$ cat config.mk
export PLATFORM = sky130hd
export DESIGN_NAME = line_follow_steering_control_top
export DESIGN_NICKNAME = d
export VERILOG_FILES = /design/src/rtl/core/lfsc_pkg.sv /design/src/rtl/core/lfsc_err_state.sv /design/src/rtl/core/line_follow_steering_control_top.sv
export SDC_FILE = /design/constraint.sdc
export NUM_CORES = 1
export LEC_CHECK = 0
export BUFFER_PORTS_ARGS = -buffer_cell sky130_fd_sc_hd__buf_2
export CAP_MARGIN = 20
export CORE_MARGIN = 2
export CORE_UTILIZATION = 60
export DETAILED_ROUTE_END_ITERATION = 10
export GPL_ROUTABILITY_DRIVEN = 1
export PLACE_DENSITY = 0.88
export RECOVER_POWER = 50
export SLEW_MARGIN = 20
export SYNTH_ARGS = -nofsm -noshare
export SYNTH_HDL_FRONTEND = slang
export SYNTH_SLANG_ARGS = --single-unit
$ cat constraint.sdc
create_clock -name clk -period 10.3 [get_ports clk]
set_input_delay 2.06 -clock clk [delete_from_list [all_inputs] [get_ports clk]]
set_output_delay 2.06 -clock clk [all_outputs]
set_load 0.05 [all_outputs]
$ cat src/rtl/core/lfsc_pkg.sv
// shared constants and types for the line-follow steering controller
package lfsc_pkg;

  localparam int SECOND_ERROR_WIDTH = 12;

  localparam int BASE_SPEED   = 80;
  localparam int MAX_SPEED    = 180;
  localparam int FIRST_LIMIT  = 25;
  localparam int SECOND_STEP  = 6;
  localparam int NARROW_BAND  = 5;
  localparam int MID_BAND     = 10;
  localparam int GAIN_NARROW  = 512;
  localparam int GAIN_MID     = 1792;
  localparam int GAIN_RESET   = 256;
  localparam int GAIN_W       = 16;

  localparam logic [7:0] MARK_CORNER = 8'hff;
  localparam logic [7:0] MARK_STOP   = 8'hee;
  localparam logic [7:0] SIGN_NEG    = 8'h00;
  localparam logic [7:0] SIGN_POS    = 8'h01;

  localparam logic [7:0] CORNER_OFF    = 8'd1;
  localparam logic [7:0] CORNER_RESUME = 8'd2;

  localparam logic CMD_PACKET = 1'b0;
  localparam logic CMD_TICK   = 1'b1;

  localparam logic REG_FIRST_GAIN  = 1'b0;
  localparam logic REG_SECOND_GAIN = 1'b1;

  typedef struct packed {
    logic pkt;
    logic tick;
  } lfsc_step_t;

endpackage

$ cat src/rtl/core/lfsc_err_state.sv
// error, marker and steering state with per-beat update logic
module lfsc_err_state #(
  parameter int SE_W = lfsc_pkg::SECOND_ERROR_WIDTH
) (
  input  logic                     clk,
  input  logic                     rst_n,
  input  lfsc_pkg::lfsc_step_t     step,
  input  logic [7:0]               first_sign,
  input  logic [7:0]               first_magnitude,
  input  logic [7:0]               second_sign,
  input  logic [7:0]               second_magnitude,
  input  logic [lfsc_pkg::GAIN_W-1:0] gain_wide,
  output logic signed [8:0]        tick_fe,
  output logic signed [SE_W-1:0]   tick_se,
  output logic [lfsc_pkg::GAIN_W-1:0] tick_gain2,
  output logic                     tick_steer,
  output logic [7:0]               tick_stops
);
  import lfsc_pkg::*;

  localparam logic signed [SE_W-1:0] SE_LOWEST = {1'b1, {(SE_W-1){1'b0}}};
  localparam logic signed [SE_W:0]   SE_LOWEST_X = {1'b1, SE_LOWEST};
  localparam logic signed [SE_W-1:0] SE_NARROW = SE_W'(NARROW_BAND);
  localparam logic signed [SE_W-1:0] SE_MID = SE_W'(MID_BAND);
  localparam logic signed [8:0]      FE_LIM = 9'(FIRST_LIMIT);

  logic signed [8:0]      fe_r, fe_nxt;
  logic signed [SE_W-1:0] se_r, se_nxt;
  logic [7:0]             corner_r, corner_nxt;
  logic                   steer_r, steer_nxt;
  logic [7:0]             stop_r, stop_nxt;

  logic                   is_corner, is_stop;
  logic [7:0]             corner_inc;
  logic signed [8:0]      fe_pos;
  logic signed [SE_W-1:0] se_pos;
  logic signed [SE_W:0]   se_dec;
  logic signed [SE_W-1:0] se_sat;
  logic                   fe_big;

  assign is_corner  = (first_sign == MARK_CORNER) && (first_magnitude == MARK_CORNER);
  assign is_stop    = (first_sign == MARK_STOP) && (first_magnitude == MARK_STOP);
  assign corner_inc = corner_r + 8'd1;
  assign fe_pos     = $signed({1'b0, first_magnitude});
  assign se_pos     = $signed({{(SE_W-8){1'b0}}, second_magnitude});

  // saturating step down of the second error
  assign se_dec = $signed({se_r[SE_W-1], se_r}) - $signed((SE_W+1)'(SECOND_STEP));
  assign se_sat = (se_dec < SE_LOWEST_X) ? SE_LOWEST : se_dec[SE_W-1:0];
  assign fe_big = (fe_r > FE_LIM) || (fe_r < -FE_LIM);

  assign tick_fe    = fe_big ? 9'sd0 : fe_r;
  assign tick_se    = se_sat;
  assign tick_steer = steer_r;
  assign tick_stops = stop_r;

  always_comb begin
    if ((se_r <= SE_NARROW) && (se_r >= -SE_NARROW)) begin
      tick_gain2 = GAIN_W'(GAIN_NARROW);
    end else if ((se_r <= SE_MID) && (se_r >= -SE_MID)) begin
      tick_gain2 = GAIN_W'(GAIN_MID);
    end else begin
      tick_gain2 = gain_wide;
    end
  end

  always_comb begin
    fe_nxt     = fe_r;
    se_nxt     = se_r;
    corner_nxt = corner_r;
    steer_nxt  = steer_r;
    stop_nxt   = stop_r;
    if (step.pkt) begin
      if (is_corner) begin
        corner_nxt = corner_inc;
        fe_nxt     = '0;
        se_nxt     = '0;
        if ((corner_inc == CORNER_OFF) || (corner_inc == CORNER_RESUME)) begin
          steer_nxt = (corner_inc == CORNER_RESUME);
        end else if (second_sign == SIGN_NEG) begin
          se_nxt = -se_pos;
        end else if (second_sign == SIGN_POS) begin
          se_nxt = se_pos;
        end
      end else if (is_stop) begin
        stop_nxt = stop_r + 8'd1;
        fe_nxt   = '0;
        se_nxt   = '0;
      end else begin
        if (first_sign == SIGN_NEG) begin
          fe_nxt = -fe_pos;
        end else if (first_sign == SIGN_POS) begin
          fe_nxt = fe_pos;
        end
        if (second_sign == SIGN_NEG) begin
          se_nxt = -se_pos;
        end else if (second_sign == SIGN_POS) begin
          se_nxt = se_pos;
        end
      end
    end else if (step.tick) begin
      fe_nxt = tick_fe;
      se_nxt = se_sat;
    end
  end

  always_ff @(posedge clk) begin
    if (!rst_n) begin
      fe_r     <= '0;
      se_r     <= '0;
      corner_r <= '0;
      steer_r  <= 1'b1;
      stop_r   <= '0;
    end else begin
      fe_r     <= fe_nxt;
      se_r     <= se_nxt;
      corner_r <= corner_nxt;
      steer_r  <= steer_nxt;
      stop_r   <= stop_nxt;
    end
  end

endmodule

$ cat src/rtl/core/line_follow_steering_control_top.sv
// line-follow steering controller: top level with gain registers and speed pipeline
//
// Input channel (in_valid / in_stall) takes two kinds of beat. A sensor packet
// (in_command 0) updates the stored errors and the corner and stop marker counts
// and gives no result. A control tick (in_command 1) gives exactly one result
// beat on the output channel (out_valid / out_stall) with left and right wheel
// speeds in 0..180 and the running stop marker count.
// A tick result passes through the input stage, loaded at the accepting edge,
// then the multiply stage, then sum and clamp into the output register. One
// beat per cycle is taken while in_stall is low; packets and ticks may be
// mixed freely.
// When the receiver stalls, the three stages keep filling; in_stall rises
// only once all of them hold tick results.
// cfg_we writes gain register cfg_index (0 first gain, 1 wide second gain,
// unsigned Q8.8) from cfg_wdata; write only while no tick is in flight.
// Synchronous reset clears the errors and counts, turns steering on, sets
// both gains to 1.0 and empties the pipeline.
module line_follow_steering_control_top #(
  parameter int SECOND_ERROR_WIDTH = lfsc_pkg::SECOND_ERROR_WIDTH
) (
  input  logic                        clk,
  input  logic                        rst_n,
  input  logic                        in_valid,
  output logic                        in_stall,
  input  logic                        in_command,
  input  logic [7:0]                  in_first_sign,
  input  logic [7:0]                  in_first_magnitude,
  input  logic [7:0]                  in_second_sign,
  input  logic [7:0]                  in_second_magnitude,
  output logic                        out_valid,
  input  logic                        out_stall,
  output logic [7:0]                  out_left_speed,
  output logic [7:0]                  out_right_speed,
  output logic [7:0]                  out_stop_markers_seen,
  input  logic                        cfg_we,
  input  logic                        cfg_index,
  input  logic [lfsc_pkg::GAIN_W-1:0] cfg_wdata
);
  import lfsc_pkg::*;

  localparam int SE_W   = SECOND_ERROR_WIDTH;
  localparam int P1_W   = 9 + GAIN_W + 1;
  localparam int P2_W   = SE_W + GAIN_W + 1;
  localparam int SUM_W  = P2_W + 1;
  localparam int T_W    = SUM_W + 1;
  localparam logic signed [T_W-1:0] BASE_SCALED = T_W'(BASE_SPEED * 256);

  logic [GAIN_W-1:0] first_gain_r, second_gain_r;

  lfsc_step_t             step;
  logic                   accept;
  logic                   out_ready, p2_adv, p1_adv;

  logic signed [8:0]      tick_fe;
  logic signed [SE_W-1:0] tick_se;
  logic [GAIN_W-1:0]      tick_gain2;
  logic                   tick_steer;
  logic [7:0]             tick_stops;

  logic                   p1_v_r;
  logic signed [8:0]      p1_fe_r;
  logic signed [SE_W-1:0] p1_se_r;
  logic [GAIN_W-1:0]      p1_g2_r;
  logic                   p1_steer_r;
  logic [7:0]             p1_stop_r;

  logic                   p2_v_r;
  logic signed [P1_W-1:0] p2_prod1_r, prod1;
  logic signed [P2_W-1:0] p2_prod2_r, prod2;
  logic [7:0]             p2_stop_r;

  logic signed [SUM_W-1:0] sum;
  logic signed [T_W-1:0]   t_left, t_right;

  logic                   out_valid_r;
  logic [7:0]             left_r, right_r, stops_r;

  function automatic logic [7:0] clamp_speed(input logic signed [T_W-1:0] t);
    logic [T_W-9:0] q;
    q = t[T_W-1:8];
    if (t[T_W-1]) begin
      return 8'd0;
    end else if (q > (T_W-8)'(MAX_SPEED)) begin
      return 8'(MAX_SPEED);
    end else begin
      return q[7:0];
    end
  endfunction

  // per-stage advance so the pipe keeps filling behind a stalled result
  assign out_ready = !out_valid_r || !out_stall;
  assign p2_adv    = !p2_v_r || out_ready;
  assign p1_adv    = !p1_v_r || p2_adv;
  assign in_stall  = !p1_adv;
  assign accept    = in_valid && p1_adv;
  assign step.pkt  = accept && (in_command == CMD_PACKET);
  assign step.tick = accept && (in_command == CMD_TICK);

  always_ff @(posedge clk) begin
    if (!rst_n) begin
      first_gain_r  <= GAIN_W'(GAIN_RESET);
      second_gain_r <= GAIN_W'(GAIN_RESET);
    end else if (cfg_we) begin
      case (cfg_index)
        REG_FIRST_GAIN:  first_gain_r  <= cfg_wdata;
        REG_SECOND_GAIN: second_gain_r <= cfg_wdata;
        default:         first_gain_r  <= first_gain_r;
      endcase
    end
  end

  lfsc_err_state #(
    .SE_W(SE_W)
  ) u_state (
    .clk              (clk),
    .rst_n            (rst_n),
    .step             (step),
    .first_sign       (in_first_sign),
    .first_magnitude  (in_first_magnitude),
    .second_sign      (in_second_sign),
    .second_magnitude (in_second_magnitude),
    .gain_wide        (second_gain_r),
    .tick_fe          (tick_fe),
    .tick_se          (tick_se),
    .tick_gain2       (tick_gain2),
    .tick_steer       (tick_steer),
    .tick_stops       (tick_stops)
  );

  // stage 1: snapshot of the tick's working values
  always_ff @(posedge clk) begin
    if (!rst_n) begin
      p1_v_r <= 1'b0;
    end else if (p1_adv) begin
      p1_v_r <= step.tick;
    end
  end

  always_ff @(posedge clk) begin
    if (step.tick) begin
      p1_fe_r    <= tick_fe;
      p1_se_r    <= tick_se;
      p1_g2_r    <= tick_gain2;
      p1_steer_r <= tick_steer;
      p1_stop_r  <= tick_stops;
    end
  end

  // stage 2: the two gain products, zeroed while steering is off
  assign prod1 = P1_W'(p1_fe_r) * P1_W'($signed({1'b0, first_gain_r}));
  assign prod2 = P2_W'(p1_se_r) * P2_W'($signed({1'b0, p1_g2_r}));

  always_ff @(posedge clk) begin
    if (!rst_n) begin
      p2_v_r <= 1'b0;
    end else if (p2_adv) begin
      p2_v_r <= p1_v_r;
    end
  end

  always_ff @(posedge clk) begin
    if (p2_adv && p1_v_r) begin
      p2_prod1_r <= p1_steer_r ? prod1 : '0;
      p2_prod2_r <= p1_steer_r ? prod2 : '0;
      p2_stop_r  <= p1_stop_r;
    end
  end

  // stage 3: sum, offset by base speed, truncate and clamp
  assign sum     = SUM_W'(p2_prod1_r) + SUM_W'(p2_prod2_r);
  assign t_left  = BASE_SCALED + T_W'(sum);
  assign t_right = BASE_SCALED - T_W'(sum);

  always_ff @(posedge clk) begin
    if (!rst_n) begin
      out_valid_r <= 1'b0;
    end else if (out_ready) begin
      out_valid_r <= p2_v_r;
    end
  end

  always_ff @(posedge clk) begin
    if (out_ready && p2_v_r) begin
      left_r  <= clamp_speed(t_left);
      right_r <= clamp_speed(t_right);
      stops_r <= p2_stop_r;
    end
  end

  assign out_valid             = out_valid_r;
  assign out_left_speed        = left_r;
  assign out_right_speed       = right_r;
  assign out_stop_markers_seen = stops_r;

`ifndef ASSERT_OFF
  a_stall_only_when_full: assert property (@(posedge clk) disable iff (!rst_n)
    in_stall |-> (p1_v_r && p2_v_r && out_valid_r))
    else $error("input stalled with an empty pipeline stage");

  a_tick_enters_pipe: assert property (@(posedge clk) disable iff (!rst_n)
    step.tick |=> p1_v_r)
    else $error("accepted tick did not enter stage 1");

  a_speed_in_range: assert property (@(posedge clk) disable iff (!rst_n)
    out_valid |-> ((out_left_speed <= 8'(MAX_SPEED)) && (out_right_speed <= 8'(MAX_SPEED))))
    else $error("wheel speed out of range");
`endif

endmodule
==> summary.md, run 1 <==
| Metric | Value |
|---|---|
| Avg Vias per Cell | between 5 and 6 |
| CTS buffer count | 23 |
| Status | finished with violations |
| Sequential area share after synthesis | around a quarter |
| Routed WL per cell | 17.6 um |
| Synth Area in Compound Gates | around an eighth |
| Vias in the first global route | 17,500 |
| DRC Markers | 0 |
| Crit path time final | 7.12 ns |
| Mux contribution to synthesized area | less than 1% |
| Crit share post-route | 69.2% |
| Syn avg cell area | 9.37 um^2 |
| Crit path largest cell delay | approximately 0.66 ns |
| Layout Nets | 2,878 |
| Largest net degree at the start of global routing | 74 |
| Setup TNS | 0 ns |
| CTS clock-pin slew for the worst setup and hold paths | ~0.07 ns |
| RSZ-0062 raised after global routing | no |
| Worst-Skew Late Latency | 0.54 ns |
| FFs w/ async S/R, synth | 0% |
| Pre-CTS setup slack | 3.31 ns |
| Startpoint types | register |
| Die Area | 38,500 um^2 |
| Max clock buf depth | 3 |
| Post-CTS Resized | 0 |
| Die width | ~200 um |
| Internal | 3.18 mW |
| Share of cells above drive strength 1 | 7.58% |
| Hold crit path type | reg2reg |
| Clock net sink count | 206 |
| CP Capture Type | register |
| Core area | 36,500 um^2 |
| DP HPWL | 39,800 um |
| First-pass GRT wire length | 83,600 um |
| Initial Util | about three fifths |
| Slowest cell on crit path | a2111oi_0 |
| DR pass1 iterations | 7 |
| YS warnings | 0 |
| Library cells used by synthesis | 102 |
| Post-synthesis simple-gate area fraction | 19.3% |
| Max VDD drop | 235 uV |
| Hold WS | 0.417 ns |
| Commonest register cell after synthesis | edfxtp_1 |
| Combinational family with the most area after synthesis | adder cells |
| CP Data Required Time | 10.59 ns |
| Synth area leaders | fa_1, edfxtp_1, ha_1 |
| Setup Fix Bufs, Post-CTS | 0 |
| Total Wirelength | 50,600 um |
| Fmax | roughly 140 MHz |
| H-tree depth | 1 |
| Switching Share | 46.8% |
| Number of synthesized flops with an enable pin | 133 |
| Area share of xor/xnor cells in the synthesized design | 3.97% |
| I/O Buffers | 80 |
| Final ANT Viol Nets | 0 |
| Leading area contributor after synthesis | fa_1 |
| Ant. Diodes | 0 |
| Netlist Area Pre-Place | 22,200 um^2 |
| Area Growth Syn to Fin | 6.39% |
| Area after DPL | 22,800 um^2 |
| Crit path DAT | 7.41 ns |
| Number of DRC markers in iteration 0 | 1,273 |
| Synthesized flop and latch total | 206 |
| Placer Congestion | 0.920 |
| Pwr/cell area | 254 nW/um^2 |
| Gr ovfl total | 0 |
| Total number of vias | about 17,000 |
| Row cnt | 70 |
| Combinational share of power | 66.3% |
| Crit path kind | reg2reg |
| Max-slew violation count | 219 |
| Total Routing Usage GR | between 20% and 30% |
| Post-synthesis net count | ~2,900 |
| Final standard cell area without fillers | 23,600 um^2 |
| Leakage power | 10.9 nW |
| Crit-path most repeated cell | fa_1 |
| I/O pin count | 81 |
| Crit-path cells | nand2_1, fa_1, inv_1, ha_1, inv_1, fa_1, fa_1, fa_1, inv_1, ha_1, a21o_1, a2111oi_0, o31ai_1, o311ai_1, a31oi_1, a41oi_1, nand2_1, and3_1, o21a_1, or3_1, and3_1 |
| Crit path max fanout | 16 |
| Synth top area share | approximately 22% |
| Initial antenna violation count | 0 |
| Final hold violations | 0 |
| Final Skew | approximately 0.015 ns |
| Clock share of power | 14.4% |
| Worst-margin pin slew | 3.49 ns |
| Post-route setup slack | 3.18 ns |
| CTS tree | yes |
| Cells after Synth | 2,369 |
| Die Height | between 150 and 200 um |
| Synth Area in Adders | roughly a third |
| Setup violators final | 0 |
| Clk root buf | clkbuf_16 |
| Slew margin rel. | -133% |
| Seq pwr share | a little under a fifth |
| Hold Buf Count CTS | 0 |
| Maxcap violations | 4 |
| Switching pwr | 2.80 mW |
| Violated checks | max-capacitance violations, max-slew violations |
| Total power draw | 5.99 mW |
==> routing by layer <==
layer  share of wire, %  global-route usage, %  routed length [um]
met1                 39                   32.6               19700
met2                 49                   47.6               25000
met3                7.3                   4.11                3710
met4                4.2                   11.0                2140
met5                  0                      0                   0
==> sequential cells by signal (all words and copies together) (netlist names), 9 cells and up <==
register,count
p2_prod2_r,29
p2_prod1_r,26
first_gain_r,16
p1_g2_r,16
second_gain_r,16
p1_se_r,12
u_state.se_r,12
p1_fe_r,9
u_state.fe_r,9
==> Yosys cell counts, types with 23 or more instances <==
master,number
nand2b_1,30
a21o_1,25
nor2_1,99
xnor2_1,63
xor2_1,27
nor3_1,34
edfxtp_1,133
o21ai_0,62
nor2b_1,23
nand2_1,331
fa_1,241
clkbuf_1,87
and2_1,201
inv_1,317
a21oi_1,82
ha_1,197
a21boi_0,38
nand3_1,25
dfxtp_1,73
==> power groups by stage <==
| stage | Combinational, mW | Clock [mW] | Sequential, mW |
|---|---|---|---|
| after global routing | 4.36 | 0.901 | 1.16 |
| after CTS | 3.92 | 0.872 | 1.15 |
| final | 3.97 | 0.865 | 1.15 |
| after global placement | 3.71 | 0 | 1.16 |
| after detailed placement | 3.88 | 0 | 1.16 |
| after floorplan | 2.94 | 0 | 1.11 |
==> cells by family (layout without fill, tap and decap cells) <==
family | Yosys count | in the layout
compound gates | 365 | 365
xor+xnor | 95 | 95
fa+ha+maj | 438 | 438
buf+inv | 411 | 444
flops | 206 | 206
mux | 6 | 6
simple gates | 848 | 848
==> path summary, 6_finish.rpt <==
path | startpoint | endpoint | slack (ns) | cells past startpoint
worst max-delay path | p1_se_r[2] | p2_prod2_r[28] | 3.18 | 21
worst min-delay path | p1_stop_r[5] | p2_stop_r[5] | 0.42 | 0
worst min register to register | p1_stop_r[5] | p2_stop_r[5] | 0.42 | 0
worst max register to register | p1_se_r[2] | p2_prod2_r[28] | 3.18 | 21
==> worst max-delay path, delay by kind of cell (launching register included) <==
family	cells	cell delay [ns]
compound gates	7	2.45
fa+ha+maj	6	2.68
buf+inv	3	0.16
flops	1	0.64
simple gates	5	0.96
==> stage by stage <==
| stage | cells | utilization [%] |
|---|---|---|
| 6_report | 2870 | 64.6 |
| 3_5_place_dp | 2828 | 62.5 |
| 2_1_floorplan | 2369 | - |
| 3_3_place_gp | 2828 | 62.5 |
| 5_1_grt | 2870 | 64.6 |
| 4_1_cts | 2870 | 64.7 |
==> final cells by class <==
type	count	area (um^2)
multi-input cells	1752	15100
fillers	2756	12900
flip-flops and latches	206	5460
inverters	318	1190
clock buffers	31	667
well taps	468	586
repair buffers	84	417
clock inverters	11	144
==> placed cells by master, fill, tap and decap left out, types with 8 or more instances in the layout <==
cell and count:
a21oi_1 82, clkbuf_16 24, nor3_1 34, a21boi_0 38
nand3_1 25, edfxtp_1 133, and2_1 181, and3_1 17
xor2_1 27, or3_1 12, inv_1 317, a31oi_1 15
fa_1 241, and2_0 20, nand4_1 13, buf_2 78
clkbuf_1 8, nor4_1 14, o21ai_0 62, o21a_1 22
nand2_1 331, a21o_1 25, dfxtp_1 73, nor2b_1 22
or2_2 12, ha_1 197, a211oi_1 12, o31ai_1 9
nand2b_1 30, xnor2_1 63, nor2_1 99
Note: power is estimated with default switching activity, not from simulation.
==> run 2, diff against run 1 <==
==> constraint.sdc (replaced) <==
create_clock -name clk -period 6.75 [get_ports clk]
set_input_delay 1.35 -clock clk [delete_from_list [all_inputs] [get_ports clk]]
set_output_delay 1.35 -clock clk [all_outputs]
set_load 0.05 [all_outputs]
==> run 2 against run 1 <==
The flow still finishes with violations (max-capacitance violations, max-slew violations). Die area unchanged. Setup slack got worse by 2.9 ns. Sequential cell count unchanged. Design area rose by 1.4%. Via count is 1.3% higher. Clock power increased by 54%. Global-route usage fell by 0.12 points. Total power increased by 52%. Non-clock buffer count is 44 higher. Sequential share of layout area is 0.32 points lower. Utilization grew 0.91 points. Critical path depth up 1. Critical endpoint unchanged. Highest routed layer unchanged.
==> summary.md, run 2 (synthesis gave the netlist of run 1 again) <==
| Metric | Value |
|---|---|
| Status | finished with violations (unchanged) |
| Violated checks | max-capacitance violations, max-slew violations (unchanged) |
| Clk root buf | clkbuf_16 (unchanged) |
| Vias in the first global route | 17,400 (was 17,500) |
| Max reg flops | 29 (unchanged) |
| Share of cells above drive strength 1 | 9.08% (was 7.58%) |
| Fin cells | 2,914 (was 2,870) |
| Total Routing Usage GR | 26.7% (was 26.8%) |
| Die width | 196 um (unchanged) |
| Initial Util | 60.8% (unchanged) |
| Total number of vias | 17,000 (was 16,800) |
| Crit share post-route | 96.1% (was 69.2%) |
| Row cnt | 70 (unchanged) |
| DP HPWL | 39,800 um (about the same) |
| CTS tree | yes (unchanged) |
| CTS clock-pin slew for the worst setup and hold paths | 0.06 ns (was 0.07 ns) |
| Worst-margin pin slew | 3.46 ns (was 3.49 ns) |
| I/O pin count | 81 (unchanged) |
| Startpoint types | register (unchanged) |
| DR pass1 iterations | 7 (unchanged) |
| Crit path time final | 6.49 ns (was 7.12 ns) |
| Setup violators final | 0 (unchanged) |
| Avg Vias per Cell | 5.85 (was 5.86) |
| Commonest non-fill, non-tap cell in the layout | nand2_1 (unchanged) |
| Ant. Diodes | 0 (unchanged) |
| Maxcap violations | 4 (unchanged) |
| Total power draw | 9.11 mW (was 5.99 mW) |
| Grt peak-use layer | met2 (unchanged) |
| Die Height | 196 um (unchanged) |
| I/O Buffers | 80 (unchanged) |
| GRT met2 Usage | 46.2% (was 47.6%) |
| Hold Buf Count CTS | 0 (unchanged) |
| Routing usage on met1 | 33.0% (was 32.6%) |
| Hold WS | 0.419 ns (was 0.417 ns) |
| H-tree depth | 1 (unchanged) |
| Number of DRC markers in iteration 0 | 1,101 (was 1,273) |
| Placer Congestion | 0.914 (was 0.920) |
| Pwr/cell area | 381 nW/um^2 (was 254 nW/um^2) |
| Layout Nets | 2,922 (was 2,878) |
| Core area | 36,500 um^2 (unchanged) |
| CTS buffer count | 23 (unchanged) |
| Crit path max fanout | 8 (was 16) |
| Initial antenna violation count | 0 (unchanged) |
| Die Area | 38,500 um^2 (unchanged) |
| Max-slew violation count | 211 (was 219) |
| Gr ovfl total | 0 (unchanged) |
| Worst-Skew Late Latency | 0.54 ns (about the same) |
| Fmax | 154 MHz (was 140 MHz) |
| Largest net degree at the start of global routing | 74 (unchanged) |
| Placed Cells | 2,856 (was 2,828) |
| Leakage power | 11.1 nW (was 10.9 nW) |
| Final design utilization | 65.6% (was 64.6%) |
| Final ANT Viol Nets | 0 (unchanged) |
| First-pass GRT wire length | 83,400 um (was 83,600 um) |
| Area Growth Syn to Fin | 7.90% (was 6.39%) |
| Setup TNS | 0 ns (unchanged) |
| Clock net sink count | 206 (unchanged) |
| Hold crit path type | reg2reg (unchanged) |
| Crit path kind | reg2reg (unchanged) |
| Final hold violations | 0 (unchanged) |
| DRC Markers | 0 (unchanged) |
| CP Capture Type | register (unchanged) |
| Reg with most FFs | p2_prod2_r (unchanged) |
| Max VDD drop | 354 uV (was 235 uV) |
| Slew margin rel. | -131% (was -133%) |
| Crit path DAT | 6.78 ns (was 7.41 ns) |
| Top Registers | p2_prod2_r x29, p2_prod1_r x26 (unchanged) |
| Most frequent cells in the layout | nand2_1, inv_1, fa_1, ha_1, and2_1 (unchanged) |
| Final Skew | 0.00939 ns (was 0.0145 ns) |
| Total Wirelength | 51,000 um (was 50,600 um) |
| Max clock buf depth | 3 (unchanged) |
| Routed WL per cell | 17.5 um (was 17.6 um) |
| M3 GR Usage | 4.59% (was 4.11%) |
| CP Data Required Time | 7.04 ns (was 10.59 ns) |
run 2: cell types whose count changed in the layout (fill, tap and decap cells not counted), sizes merged:
cell,before,now
clkbuf,36,35
clkinv,3,5
bufinv,2,4
inv,323,321
buf,79,122
run 2: layout make-up:
class	instances	area (um^2)
Clock buffer	29	608
Fill cell	2717	12600
Clock inverter	13	196
Sequential cell	206	5460
Multi-Input combinational cell	1752	15200
Tap cell	468	586
Inverter	318	1190
Timing Repair Buffer	128	747
run 2: worst paths after layout:
path / from / to / slack [ns] / depth (start not counted)
max: p1_g2_r[0] / p2_prod2_r[28] / 0.26 / 22
min: p1_stop_r[3] / p2_stop_r[3] / 0.42 / 0
max reg2reg: p1_g2_r[0] / p2_prod2_r[28] / 0.26 / 22
min reg2reg: p1_stop_r[3] / p2_stop_r[3] / 0.42 / 0
run 2: power by group:
part | internal [mW] | switching [mW] | leakage, nW
logic | 2.47 | 3.59 | 8.84
registers | 1.63 | 0.0912 | 1.85
clock network | 0.802 | 0.525 | 0.390
total | 4.91 | 4.20 | 11.1
run 2: timing repair:
item | in CTS | in global routing
setup buffers | 0 | 16
gates resized for setup | 0 | 5
endpoints found under the setup margin | 0 | 6
run 2: worst max-delay path: stages (launching register included):
cell and delay (ns):
edfxtp_1 0.48, buf_4 0.20, nand2b_1 0.17, fa_1 0.52, fa_1 0.44, inv_1 0.09
fa_1 0.44, fa_1 0.54, inv_1 0.06, fa_1 0.56, inv_1 0.05, ha_1 0.35
a21o_1 0.17, a21oi_1 0.17, o31ai_1 0.19, o311ai_2 0.35, a31oi_1 0.16, a41oi_1 0.32
nand2_1 0.10, and3_1 0.21, o21a_1 0.17, or3_1 0.29, and3_1 0.18
run 2: per-layer routing:
layer | up-vias | share of wire, %
met5 | - | 0
met4 | 0 | 4.1
met3 | 146 | 7.6
met2 | 729 | 49
met1 | 8232 | 39
li1 | 7932 | -
run 2: through the flow:
step	instance area, um^2	setup slack, ns
floorplan	22200	0.477
global placement	23000	0.196
detailed placement	23000	0.177
CTS	23800	0.162
global route	23900	-0.00339
finish	23900	0.264
